**src/rtl/core/i2crm_pkg.sv**
```systemverilog
`default_nettype none
// ----------------------------------------------------------------------------
// i2crm_pkg
// Shared types and constants of the I2C register master.
// ----------------------------------------------------------------------------
package i2crm_pkg;

    localparam int MAX_BYTES = 16;
    localparam int BUF_AW    = $clog2(MAX_BYTES);

    localparam logic [1:0] OP_TICK  = 2'd0;
    localparam logic [1:0] OP_LOAD  = 2'd1;
    localparam logic [1:0] OP_WRITE = 2'd2;
    localparam logic [1:0] OP_READ  = 2'd3;

    localparam logic [1:0] ST_OK         = 2'd0;
    localparam logic [1:0] ST_START_FAIL = 2'd1;
    localparam logic [1:0] ST_DEV_NACK_R = 2'd2;
    localparam logic [1:0] ST_NACK       = 2'd3;

    localparam logic [9:0] WAIT_TICKS_RST = 10'd200;

    typedef struct packed {
        logic [1:0] op;
        logic [7:0] dev_address;
        logic [7:0] reg_address;
        logic [4:0] length;
        logic [7:0] data_byte;
        logic       sda_in;
    } t_in;

    typedef struct packed {
        logic       scl_level;
        logic       sda_level;
        logic       rx_valid;
        logic [7:0] rx_byte;
        logic       rx_last;
        logic       done_res;
        logic [1:0] status;
        logic       busy_res;
    } t_out;

    typedef struct packed {
        logic              we;
        logic [BUF_AW-1:0] addr;
        logic [7:0]        data;
    } t_wbuf_wr;

endpackage
`default_nettype wire

```
**src/rtl/core/i2crm_wbuf.sv**
```systemverilog
`default_nettype none
// ----------------------------------------------------------------------------
// i2crm_wbuf
// Generic RAM: one write port, one registered read port.
// ----------------------------------------------------------------------------
module i2crm_wbuf #(
    parameter int WIDTH = 8,
    parameter int DEPTH = 16
) (
    input  wire logic                     i_clk,
    input  wire logic                     i_we,
    input  wire logic [$clog2(DEPTH)-1:0] i_waddr,
    input  wire logic [WIDTH-1:0]         i_wdata,
    input  wire logic [$clog2(DEPTH)-1:0] i_raddr,
    output logic [WIDTH-1:0]              o_rdata
);

    logic [WIDTH-1:0] r_mem [DEPTH];
    logic [WIDTH-1:0] r_rdata;

    always_ff @(posedge i_clk) begin
        if (i_we) begin
            r_mem[i_waddr] <= i_wdata;
        end
        r_rdata <= r_mem[i_raddr];
    end

    assign o_rdata = r_rdata;

endmodule
`default_nettype wire

```
**src/rtl/core/i2crm_ctrl.sv**
```systemverilog
`default_nettype none
// ----------------------------------------------------------------------------
// i2crm_ctrl
// Bus sequencer: updates the transfer state once per item and forms the result.
// ----------------------------------------------------------------------------
module i2crm_ctrl
    import i2crm_pkg::*;
(
    input  wire logic              i_clk,
    input  wire logic              i_rst_n,
    input  wire logic              i_cfg_we,
    input  wire logic [9:0]        i_cfg_wdata,
    input  wire logic              i_step,
    input  wire t_in               i_item,
    input  wire logic [7:0]        i_buf_rdata,
    output t_wbuf_wr               o_buf_wr,
    output logic [BUF_AW-1:0]      o_buf_raddr,
    output t_out                   o_res
);

    localparam logic [4:0] P_IDLE     = 5'd0;
    localparam logic [4:0] P_ST_A     = 5'd1;
    localparam logic [4:0] P_ST_B     = 5'd2;
    localparam logic [4:0] P_ST_C     = 5'd3;
    localparam logic [4:0] P_TX_LOW   = 5'd4;
    localparam logic [4:0] P_TX_HIGH  = 5'd5;
    localparam logic [4:0] P_ACK_HIGH = 5'd6;
    localparam logic [4:0] P_ACK_LOW  = 5'd7;
    localparam logic [4:0] P_SP_A     = 5'd8;
    localparam logic [4:0] P_SP_B     = 5'd9;
    localparam logic [4:0] P_RX_LOW   = 5'd10;
    localparam logic [4:0] P_RX_HIGH  = 5'd11;
    localparam logic [4:0] P_RX_END   = 5'd12;
    localparam logic [4:0] P_AK_A     = 5'd13;
    localparam logic [4:0] P_AK_B     = 5'd14;
    localparam logic [4:0] P_NK_A     = 5'd15;
    localparam logic [4:0] P_NK_B     = 5'd16;

    localparam logic [1:0] S_DEV  = 2'd0;
    localparam logic [1:0] S_REG  = 2'd1;
    localparam logic [1:0] S_DATA = 2'd2;
    localparam logic [1:0] S_RDEV = 2'd3;

    localparam logic [4:0] MAX_LEN = 5'(MAX_BYTES);

    logic [9:0] r_wait_ticks;
    logic [4:0] r_phase, n_phase;
    logic [9:0] r_wait_count, n_wait_count;
    logic [2:0] r_bit_count, n_bit_count;
    logic [4:0] r_byte_count, n_byte_count;
    logic [7:0] r_shift, n_shift;
    logic [4:0] r_fill, n_fill;
    logic [7:0] r_dev, n_dev;
    logic [7:0] r_reg, n_reg;
    logic [4:0] r_len, n_len;
    logic       r_is_read, n_is_read;
    logic [1:0] r_stage, n_stage;
    logic [1:0] r_err, n_err;

    logic [4:0] byte_inc;

    assign byte_inc    = r_byte_count + 5'd1;
    assign o_buf_raddr = (r_stage == S_DATA) ? byte_inc[BUF_AW-1:0] : '0;

    always_comb begin
        logic [10:0] cnt_inc;
        logic        fire;
        logic        do_ack;
        logic        ack;
        logic        do_nwd;
        logic        do_send;
        logic [7:0]  send_val;
        logic        last;
        logic        scl;
        logic        sda;

        n_phase      = r_phase;
        n_wait_count = r_wait_count;
        n_bit_count  = r_bit_count;
        n_byte_count = r_byte_count;
        n_shift      = r_shift;
        n_fill       = r_fill;
        n_dev        = r_dev;
        n_reg        = r_reg;
        n_len        = r_len;
        n_is_read    = r_is_read;
        n_stage      = r_stage;
        n_err        = r_err;
        o_buf_wr     = '{we: 1'b0, addr: r_fill[BUF_AW-1:0], data: i_item.data_byte};
        o_res        = '0;
        cnt_inc      = {1'b0, r_wait_count} + 11'd1;
        fire         = cnt_inc >= {1'b0, r_wait_ticks};
        do_ack       = 1'b0;
        ack          = 1'b0;
        do_nwd       = 1'b0;
        do_send      = 1'b0;
        send_val     = '0;
        last         = 1'b0;

        if (i_item.op == OP_LOAD) begin
            if (r_phase == P_IDLE && r_fill < MAX_LEN) begin
                o_buf_wr.we = 1'b1;
                n_fill      = r_fill + 5'd1;
            end
        end else if (i_item.op == OP_WRITE || i_item.op == OP_READ) begin
            if (r_phase == P_IDLE) begin
                n_dev        = i_item.dev_address;
                n_reg        = i_item.reg_address;
                n_len        = (i_item.length > MAX_LEN) ? MAX_LEN : i_item.length;
                n_is_read    = (i_item.op == OP_READ);
                if (i_item.op == OP_WRITE) begin
                    n_fill = '0;
                end
                n_stage      = S_DEV;
                n_byte_count = '0;
                n_bit_count  = '0;
                n_err        = ST_OK;
                n_phase      = P_ST_A;
                n_wait_count = '0;
            end
        end else if (r_phase != P_IDLE) begin
            n_wait_count = cnt_inc[9:0];
            if (fire) begin
                n_wait_count = '0;
                case (r_phase)
                    P_ST_A: begin
                        if (i_item.sda_in) begin
                            n_phase = P_ST_B;
                        end else if (r_stage == S_RDEV) begin
                            do_send  = 1'b1;
                            send_val = r_dev | 8'h01;
                        end else begin
                            n_phase         = P_IDLE;
                            o_res.done_res  = 1'b1;
                            o_res.status    = ST_START_FAIL;
                        end
                    end
                    P_ST_B: n_phase = P_ST_C;
                    P_ST_C: begin
                        do_send  = 1'b1;
                        send_val = (r_stage == S_RDEV) ? (r_dev | 8'h01) : r_dev;
                    end
                    P_TX_LOW: n_phase = P_TX_HIGH;
                    P_TX_HIGH: begin
                        if (r_bit_count == 3'd7) begin
                            n_phase = P_ACK_HIGH;
                        end else begin
                            n_bit_count = r_bit_count + 3'd1;
                            n_shift     = {r_shift[6:0], 1'b0};
                            n_phase     = P_TX_LOW;
                        end
                    end
                    P_ACK_HIGH: begin
                        if (i_item.sda_in) begin
                            do_ack = 1'b1;
                        end else begin
                            n_phase = P_ACK_LOW;
                        end
                    end
                    P_ACK_LOW: begin
                        do_ack = 1'b1;
                        ack    = 1'b1;
                    end
                    P_SP_A: n_phase = P_SP_B;
                    P_SP_B: begin
                        n_phase        = P_IDLE;
                        o_res.done_res = 1'b1;
                        o_res.status   = r_err;
                    end
                    P_RX_LOW: n_phase = P_RX_HIGH;
                    P_RX_HIGH: begin
                        n_shift = {r_shift[6:0], i_item.sda_in};
                        if (r_bit_count == 3'd7) begin
                            n_phase = P_RX_END;
                        end else begin
                            n_bit_count = r_bit_count + 3'd1;
                            n_phase     = P_RX_LOW;
                        end
                    end
                    P_RX_END: begin
                        last           = ({1'b0, byte_inc} >= {1'b0, r_len});
                        o_res.rx_valid = 1'b1;
                        o_res.rx_byte  = r_shift;
                        o_res.rx_last  = last;
                        n_byte_count   = byte_inc;
                        n_phase        = last ? P_NK_A : P_AK_A;
                    end
                    P_AK_A: n_phase = P_AK_B;
                    P_AK_B: begin
                        n_bit_count = '0;
                        n_shift     = '0;
                        n_phase     = P_RX_LOW;
                    end
                    P_NK_A: n_phase = P_NK_B;
                    P_NK_B: n_phase = P_SP_A;
                    default: n_phase = P_IDLE;
                endcase

                if (do_ack) begin
                    case (r_stage)
                        S_DEV: begin
                            if (!ack) begin
                                n_err   = r_is_read ? ST_DEV_NACK_R : ST_NACK;
                                n_phase = P_SP_A;
                            end else begin
                                n_stage  = S_REG;
                                do_send  = 1'b1;
                                send_val = r_reg;
                            end
                        end
                        S_REG: begin
                            if (!ack) begin
                                n_err   = ST_NACK;
                                n_phase = P_SP_A;
                            end else if (r_is_read) begin
                                n_stage = S_RDEV;
                                n_phase = P_ST_A;
                            end else begin
                                n_stage      = S_DATA;
                                n_byte_count = '0;
                                do_nwd       = 1'b1;
                            end
                        end
                        S_DATA: begin
                            n_byte_count = byte_inc;
                            do_nwd       = 1'b1;
                        end
                        default: begin
                            n_byte_count = '0;
                            n_bit_count  = '0;
                            n_shift      = '0;
                            n_phase      = (r_len != 5'd0) ? P_RX_LOW : P_NK_A;
                        end
                    endcase
                end

                if (do_nwd) begin
                    if (n_byte_count < r_len && n_byte_count < MAX_LEN) begin
                        do_send  = 1'b1;
                        send_val = i_buf_rdata;
                    end else begin
                        n_err   = ST_OK;
                        n_phase = P_SP_A;
                    end
                end

                if (do_send) begin
                    n_shift     = send_val;
                    n_bit_count = '0;
                    n_phase     = P_TX_LOW;
                end
            end
        end

        case (n_phase)
            P_ST_B:    begin scl = 1'b1; sda = 1'b0;       end
            P_ST_C:    begin scl = 1'b0; sda = 1'b0;       end
            P_TX_LOW:  begin scl = 1'b0; sda = n_shift[7]; end
            P_TX_HIGH: begin scl = 1'b1; sda = n_shift[7]; end
            P_ACK_LOW: begin scl = 1'b0; sda = 1'b1;       end
            P_SP_A:    begin scl = 1'b0; sda = 1'b0;       end
            P_SP_B:    begin scl = 1'b1; sda = 1'b0;       end
            P_RX_LOW:  begin scl = 1'b0; sda = 1'b1;       end
            P_RX_END:  begin scl = 1'b0; sda = 1'b1;       end
            P_AK_A:    begin scl = 1'b0; sda = 1'b0;       end
            P_AK_B:    begin scl = 1'b1; sda = 1'b0;       end
            P_NK_A:    begin scl = 1'b0; sda = 1'b1;       end
            default:   begin scl = 1'b1; sda = 1'b1;       end
        endcase
        o_res.scl_level = scl;
        o_res.sda_level = sda;
        o_res.busy_res  = (n_phase != P_IDLE);

        if (!i_step) begin
            o_buf_wr.we = 1'b0;
        end
    end

    always_ff @(posedge i_clk) begin
        if (!i_rst_n) begin
            r_wait_ticks <= WAIT_TICKS_RST;
        end else if (i_cfg_we) begin
            r_wait_ticks <= i_cfg_wdata;
        end
    end

    always_ff @(posedge i_clk) begin
        if (!i_rst_n) begin
            r_phase      <= P_IDLE;
            r_wait_count <= '0;
            r_bit_count  <= '0;
            r_byte_count <= '0;
            r_shift      <= '0;
            r_fill       <= '0;
            r_dev        <= '0;
            r_reg        <= '0;
            r_len        <= '0;
            r_is_read    <= 1'b0;
            r_stage      <= S_DEV;
            r_err        <= ST_OK;
        end else if (i_step) begin
            r_phase      <= n_phase;
            r_wait_count <= n_wait_count;
            r_bit_count  <= n_bit_count;
            r_byte_count <= n_byte_count;
            r_shift      <= n_shift;
            r_fill       <= n_fill;
            r_dev        <= n_dev;
            r_reg        <= n_reg;
            r_len        <= n_len;
            r_is_read    <= n_is_read;
            r_stage      <= n_stage;
            r_err        <= n_err;
        end
    end

endmodule
`default_nettype wire

```
**src/rtl/core/i2c_register_master.sv**
```systemverilog
`default_nettype none
// ----------------------------------------------------------------------------
// i2c_register_master
// Open-drain I2C master for register writes and reads, timed by tick items.
// ----------------------------------------------------------------------------
// Every input transfer yields exactly one result transfer. The block takes one
// item per clock when neither side stalls: an input register feeds the
// sequencer, whose single state update per item lands in an output register.
// Only tick items move the bus; each wait phase spans wait_ticks ticks (zero
// acts as one). Load items fill a 16-byte write buffer while idle; a write
// start empties it.
// ----------------------------------------------------------------------------
module i2c_register_master
    import i2crm_pkg::*;
(
    input  wire logic       i_clk,
    input  wire logic       i_rst_n,
    input  wire logic       i_cfg_we,
    input  wire logic [9:0] i_cfg_wdata,
    input  wire logic       i_in_valid,
    output logic            o_in_stall,
    input  wire t_in        i_in,
    output logic            o_out_valid,
    input  wire logic       i_out_stall,
    output t_out            o_out
);

    logic              r_in_valid;
    t_in               r_in;
    logic              r_out_valid;
    t_out              r_out;
    logic              advance;
    logic              step;
    t_wbuf_wr          buf_wr;
    logic [BUF_AW-1:0] buf_raddr;
    logic [7:0]        buf_rdata;
    t_out              res;

    assign advance     = !r_out_valid || !i_out_stall;
    assign step        = r_in_valid && advance;
    assign o_in_stall  = r_in_valid && !advance;
    assign o_out_valid = r_out_valid;
    assign o_out       = r_out;

    i2crm_wbuf #(
        .WIDTH (8),
        .DEPTH (MAX_BYTES)
    ) u_wbuf (
        .i_clk   (i_clk),
        .i_we    (buf_wr.we),
        .i_waddr (buf_wr.addr),
        .i_wdata (buf_wr.data),
        .i_raddr (buf_raddr),
        .o_rdata (buf_rdata)
    );

    i2crm_ctrl u_ctrl (
        .i_clk       (i_clk),
        .i_rst_n     (i_rst_n),
        .i_cfg_we    (i_cfg_we),
        .i_cfg_wdata (i_cfg_wdata),
        .i_step      (step),
        .i_item      (r_in),
        .i_buf_rdata (buf_rdata),
        .o_buf_wr    (buf_wr),
        .o_buf_raddr (buf_raddr),
        .o_res       (res)
    );

    always_ff @(posedge i_clk) begin
        if (!i_rst_n) begin
            r_in_valid <= 1'b0;
        end else if (!o_in_stall) begin
            r_in_valid <= i_in_valid;
        end
    end

    always_ff @(posedge i_clk) begin
        if (!o_in_stall && i_in_valid) begin
            r_in <= i_in;
        end
    end

    always_ff @(posedge i_clk) begin
        if (!i_rst_n) begin
            r_out_valid <= 1'b0;
        end else if (advance) begin
            r_out_valid <= r_in_valid;
        end
    end

    always_ff @(posedge i_clk) begin
        if (step) begin
            r_out <= res;
        end
    end

endmodule
`default_nettype wire

```
**config.mk**
```make
export PLATFORM = sky130hd
export DESIGN_NAME = i2c_register_master
export DESIGN_NICKNAME = d
export VERILOG_FILES = /design/src/rtl/core/i2crm_pkg.sv /design/src/rtl/core/i2crm_wbuf.sv /design/src/rtl/core/i2crm_ctrl.sv /design/src/rtl/core/i2c_register_master.sv
export SDC_FILE = /design/constraint.sdc
export NUM_CORES = 1
export LEC_CHECK = 0
export BUFFER_PORTS_ARGS = -buffer_cell sky130_fd_sc_hd__clkbuf_2
export CORE_MARGIN = 3
export CORE_UTILIZATION = 45
export DETAILED_ROUTE_END_ITERATION = 10
export HOLD_SLACK_MARGIN = 0.05
export PLACE_DENSITY_LB_ADDON = 0.1
export RECOVER_POWER = 50
export SYNTH_ARGS = -nofsm -noshare
export SYNTH_HDL_FRONTEND = slang
export SYNTH_HIERARCHICAL = 1
export SYNTH_SLANG_ARGS = --single-unit
```
**constraint.sdc**
```tcl
create_clock -name i_clk -period 4.4 [get_ports i_clk]
set_input_delay 0.88 -clock i_clk [delete_from_list [all_inputs] [get_ports i_clk]]
set_output_delay 0.88 -clock i_clk [all_outputs]
set_load 0.02 [all_outputs]
```
==> flow_metrics.py <==
metrics = {
    "logic_synthesis": {
        "ys_ff_latch": 258,
        "post_synth_mux_area_share_pct": 8.29,
        "synth_compound_area_share_pct": 11.4,
        "synth_edf_count": 176,
        "synth_top_area_share_pct": 45.3,
        "avgSynthCellArea_um2": 12.7,
        "synth_top_area_cell": "edfxtp_1",
        "ys_warn_count": 6,
        "synth.cell_area_um2": 11700,
        "syn-num-nets": 999,
        "synth-seq-area-share_pct": 59.4,
        "synth_cells": 919,
        "synth-main-ff-cell": "edfxtp_1",
        "yosysUniqueCellTypes": 78,
        "synth_xor_area_share_pct": 1.05,
        "yosys.area_share.simple_pct": 12.6,
        "synthAdderAreaFrac_pct": 3.54,
        "synth_area_leaders": "edfxtp_1 45%, dfxtp_1 14%, ha_1 3.5%",
        "synth_top_family_by_area": "simple AND/OR/NAND/NOR gates",
        "async_reset_ff_share_pct": 0,
    },
    "global_route": {
        "grt_pass1_wl_mm": 41.6,
        "grt_max_degree": 59,
        "grt_use_met2_pct": 31.9,
        "grtUsageMet1_pct": 25.1,
        "antenna_found_initial": 0,
        "grt_pass1_vias": 7414,
        "grt_use_met3_pct": 2.52,
        "top_usage_layer": "met2",
        "grt-ovfl-total": 0,
        "grt_usage_pct": 18.6,
    },
    "detailed_routing": {
        "ant_nets": 0,
        "viasPerCell": 5.56,
        "dr.pass1.iters": 5,
        "drtIter0Drc": 528,
        "drc": 0,
        "dr_total_vias": 7390,
        "drt-total-wl_mm": 26.2,
        "wl_per_cell_um": 19.7,
    },
    "die": {
        "die_width_um": 167,
        "design.portCount": 65,
        "start_util_pct": 46.1,
        "die_y_um": 167,
        "dieArea_um2": 27900,
        "num_rows": 58,
        "core_um2": 25300,
    },
    "critical_path": {
        "critical_path.top_delay_family": "compound AO/OA/AOI/OAI gates",
        "critical_path.cell_chain": "and4bb_4 > o21ai_2 > o21ai_0 > a21oi_1 > a311oi_1 > ha_1 > a21o_1 > a21o_1 > a21oi_1 > and4_4 > o31ai_4 > nand2b_1 > mux2_2 > o311a_1",
        "crit_path_end_kind": "flop",
        "critPathMaxFanout": 11,
        "path_buf_inv": 0,
        "cp_slowest_cell": "dfxtp_1",
        "critical-path-max-stage-delay_ps": 570,
        "crit_required_ps": 4690,
        "cp-start-kind": "flop",
        "path_class": "flop to flop",
        "arrival_ps": 4330,
    },
    "timing": {
        "setup_viol": 0,
        "hold_violations": 0,
        "fin_crit_ps": 4040,
        "tightest_slew_ps": 3300,
        "finalCritPeriodShare_pct": 91.9,
        "relSlewSlack_pct": -121,
        "max_freq_mhz": 247,
        "rsz0062_at_grt": "false",
        "hold_ws_ps": 449,
        "setup_tns_ps": 0,
        "worst_slack_ps": 357,
        "report.final.slew_viol_count": 124,
        "fin_skew_ps": 12.0,
    },
    "power": {
        "p_per_area_nw_per_um2": 388,
        "max-vdd-ir-drop_uv": 340,
        "p_leak_uw": 0.00462,
    },
    "finish": {
        "n_antenna_cell": 0,
        "final_core_util_pct": 51.7,
        "nets": 1059,
        "largest_reg_flops": 128,
        "drive_above_1_share_pct": 15.4,
        "regMostFlops": "u_wbuf/r_mem",
        "fillers": 2237,
        "syn_to_final_growth_pct": 12.2,
    },
    "clock_tree": {
        "cts_root_buf": "clkbuf_16",
        "clockBufferDepth": 3,
        "clk_pin_slew_ps": 60,
        "cts_tree": "done",
        "clk_latency_ps": 550,
        "holdBufCountCts": 0,
        "postCtsSetupBuffers": 0,
        "cts_sinks": 258,
        "post_cts_resized": 0,
        "cts_max_level": 1,
        "cts_made_buffers": 27,
    },
    "run": {
        "maxCapViolations": 3,
    },
    "place": {
        "port_buffers": 64,
        "dp_hpwl_mm": 17.8,
        "place.gp.congestion": 0.859,
        "pre_cts_slack_ps": 457,
    },
    "run_status": {
        "status": "finished, violations left",
        "violations": "capacitance limit, slew limit",
    },
    "hold_path": {
        "hold_class": "flop to flop",
    },
}
==> layout make-up <==
| type | instances | area [µm²] | share of cell area, % |
|---|---|---|---|
| flip-flops and latches | 258 | 6930 | 52.9 |
| clock buffers | 36 | 751 | 5.74 |
| well taps | 330 | 413 | 3.15 |
| repair buffers | 85 | 459 | 3.51 |
| inverters | 31 | 116 | 0.889 |
| clock inverters | 13 | 105 | 0.803 |
| multi-input cells | 576 | 4320 | 33.0 |
==> cell usage in the layout (no fill, tap or decap), drive strengths merged, types with 14 or more instances in the layout <==
cell type / n
nor3: 18
ha: 33
and2: 21
buf: 20
nand2b: 14
edfxtp: 176
o21ai: 22
clkbuf: 101
mux2i: 16
nand2: 86
a22oi: 32
nor2: 73
inv: 31
a21oi: 56
mux4: 32
dfxtp: 82
nand3: 18
==> path summary, 6_finish.rpt <==
| path | start | to | slack [ps] | depth (start not counted) |
|---|---|---|---|---|
| max | u_ctrl/r_phase[2] | o_out[14] | 360 | 14 |
| min | u_ctrl/r_len[1] | u_ctrl/r_len[1] | 450 | 2 |
| min reg2reg | u_ctrl/r_len[1] | u_ctrl/r_len[1] | 450 | 2 |
| max reg2reg | u_ctrl/r_phase[2] | o_out[14] | 360 | 14 |
==> worst reg2reg max path: cells and delay by family, from the launching register on <==
| family | cells | cell delay [ps] |
|---|---|---|
| AOI/OAI and AO/OA | 9 | 1780 |
| muxes | 1 | 280 |
| and+or+nand+nor | 3 | 810 |
| adders and majority gates | 1 | 320 |
| DFF | 1 | 570 |
==> metrics by stage <==
step	std cells	instance area [µm²]	total power [µW]
final	1329	13100	5080
after global routing	1329	13100	5270
after CTS	1329	13100	5150
after detailed placement	1280	12300	2950
after global placement	1280	12300	2950
after floorplan	919	11700	2860
==> cell families (layout without fill, tap and decap cells) <==
| group | Yosys count | after routing |
|---|---|---|
| AO/OA/AOI/OAI | 187 | 187 |
| adder cells (fa/ha/maj) | 33 | 33 |
| buffers and inverters | 85 | 165 |
| XOR/XNOR | 14 | 14 |
| flip-flops | 258 | 258 |
| AND/OR/NAND/NOR | 291 | 291 |
| multiplexers | 51 | 51 |
==> metal layers <==
| metal | part of all wire [%] | wire [µm] |
|---|---|---|
| met4 | 2.4 | 640 |
| met1 | 45 | 11700 |
| met5 | 0 | 0 |
| met3 | 3.8 | 1010 |
| met2 | 49 | 12900 |
==> where the power goes <==
part           total [µW]  switching [µW]  leakage (µW)  internal [µW]
clock network        2180             921      0.000417           1260
registers            2680            40.7       0.00228           2640
logic                 222             144       0.00192           78.0
total                5080            1110       0.00462           3970
==> Yosys cell counts, types with 6 or more instances <==
master / number
edfxtp_1: 176
nand2_1: 86
dfxtp_1: 82
nor2_1: 73
a21oi_1: 55
ha_1: 33
a22oi_1: 32
inv_1: 30
clkbuf_1: 21
and2_1: 20
mux4_2: 18
nand3_1: 18
o21ai_0: 17
buf_4: 16
mux2i_1: 16
nor3_1: 15
mux4_1: 14
nand2b_1: 14
o211ai_1: 9
nand3b_1: 8
nor2b_1: 8
xor2_1: 8
a211oi_1: 7
a21o_1: 7
a22o_1: 7
and3_1: 7
buf_2: 7
nand4_1: 7
o221ai_1: 7
xnor2_1: 6
(Power assumes the default switching activity.)
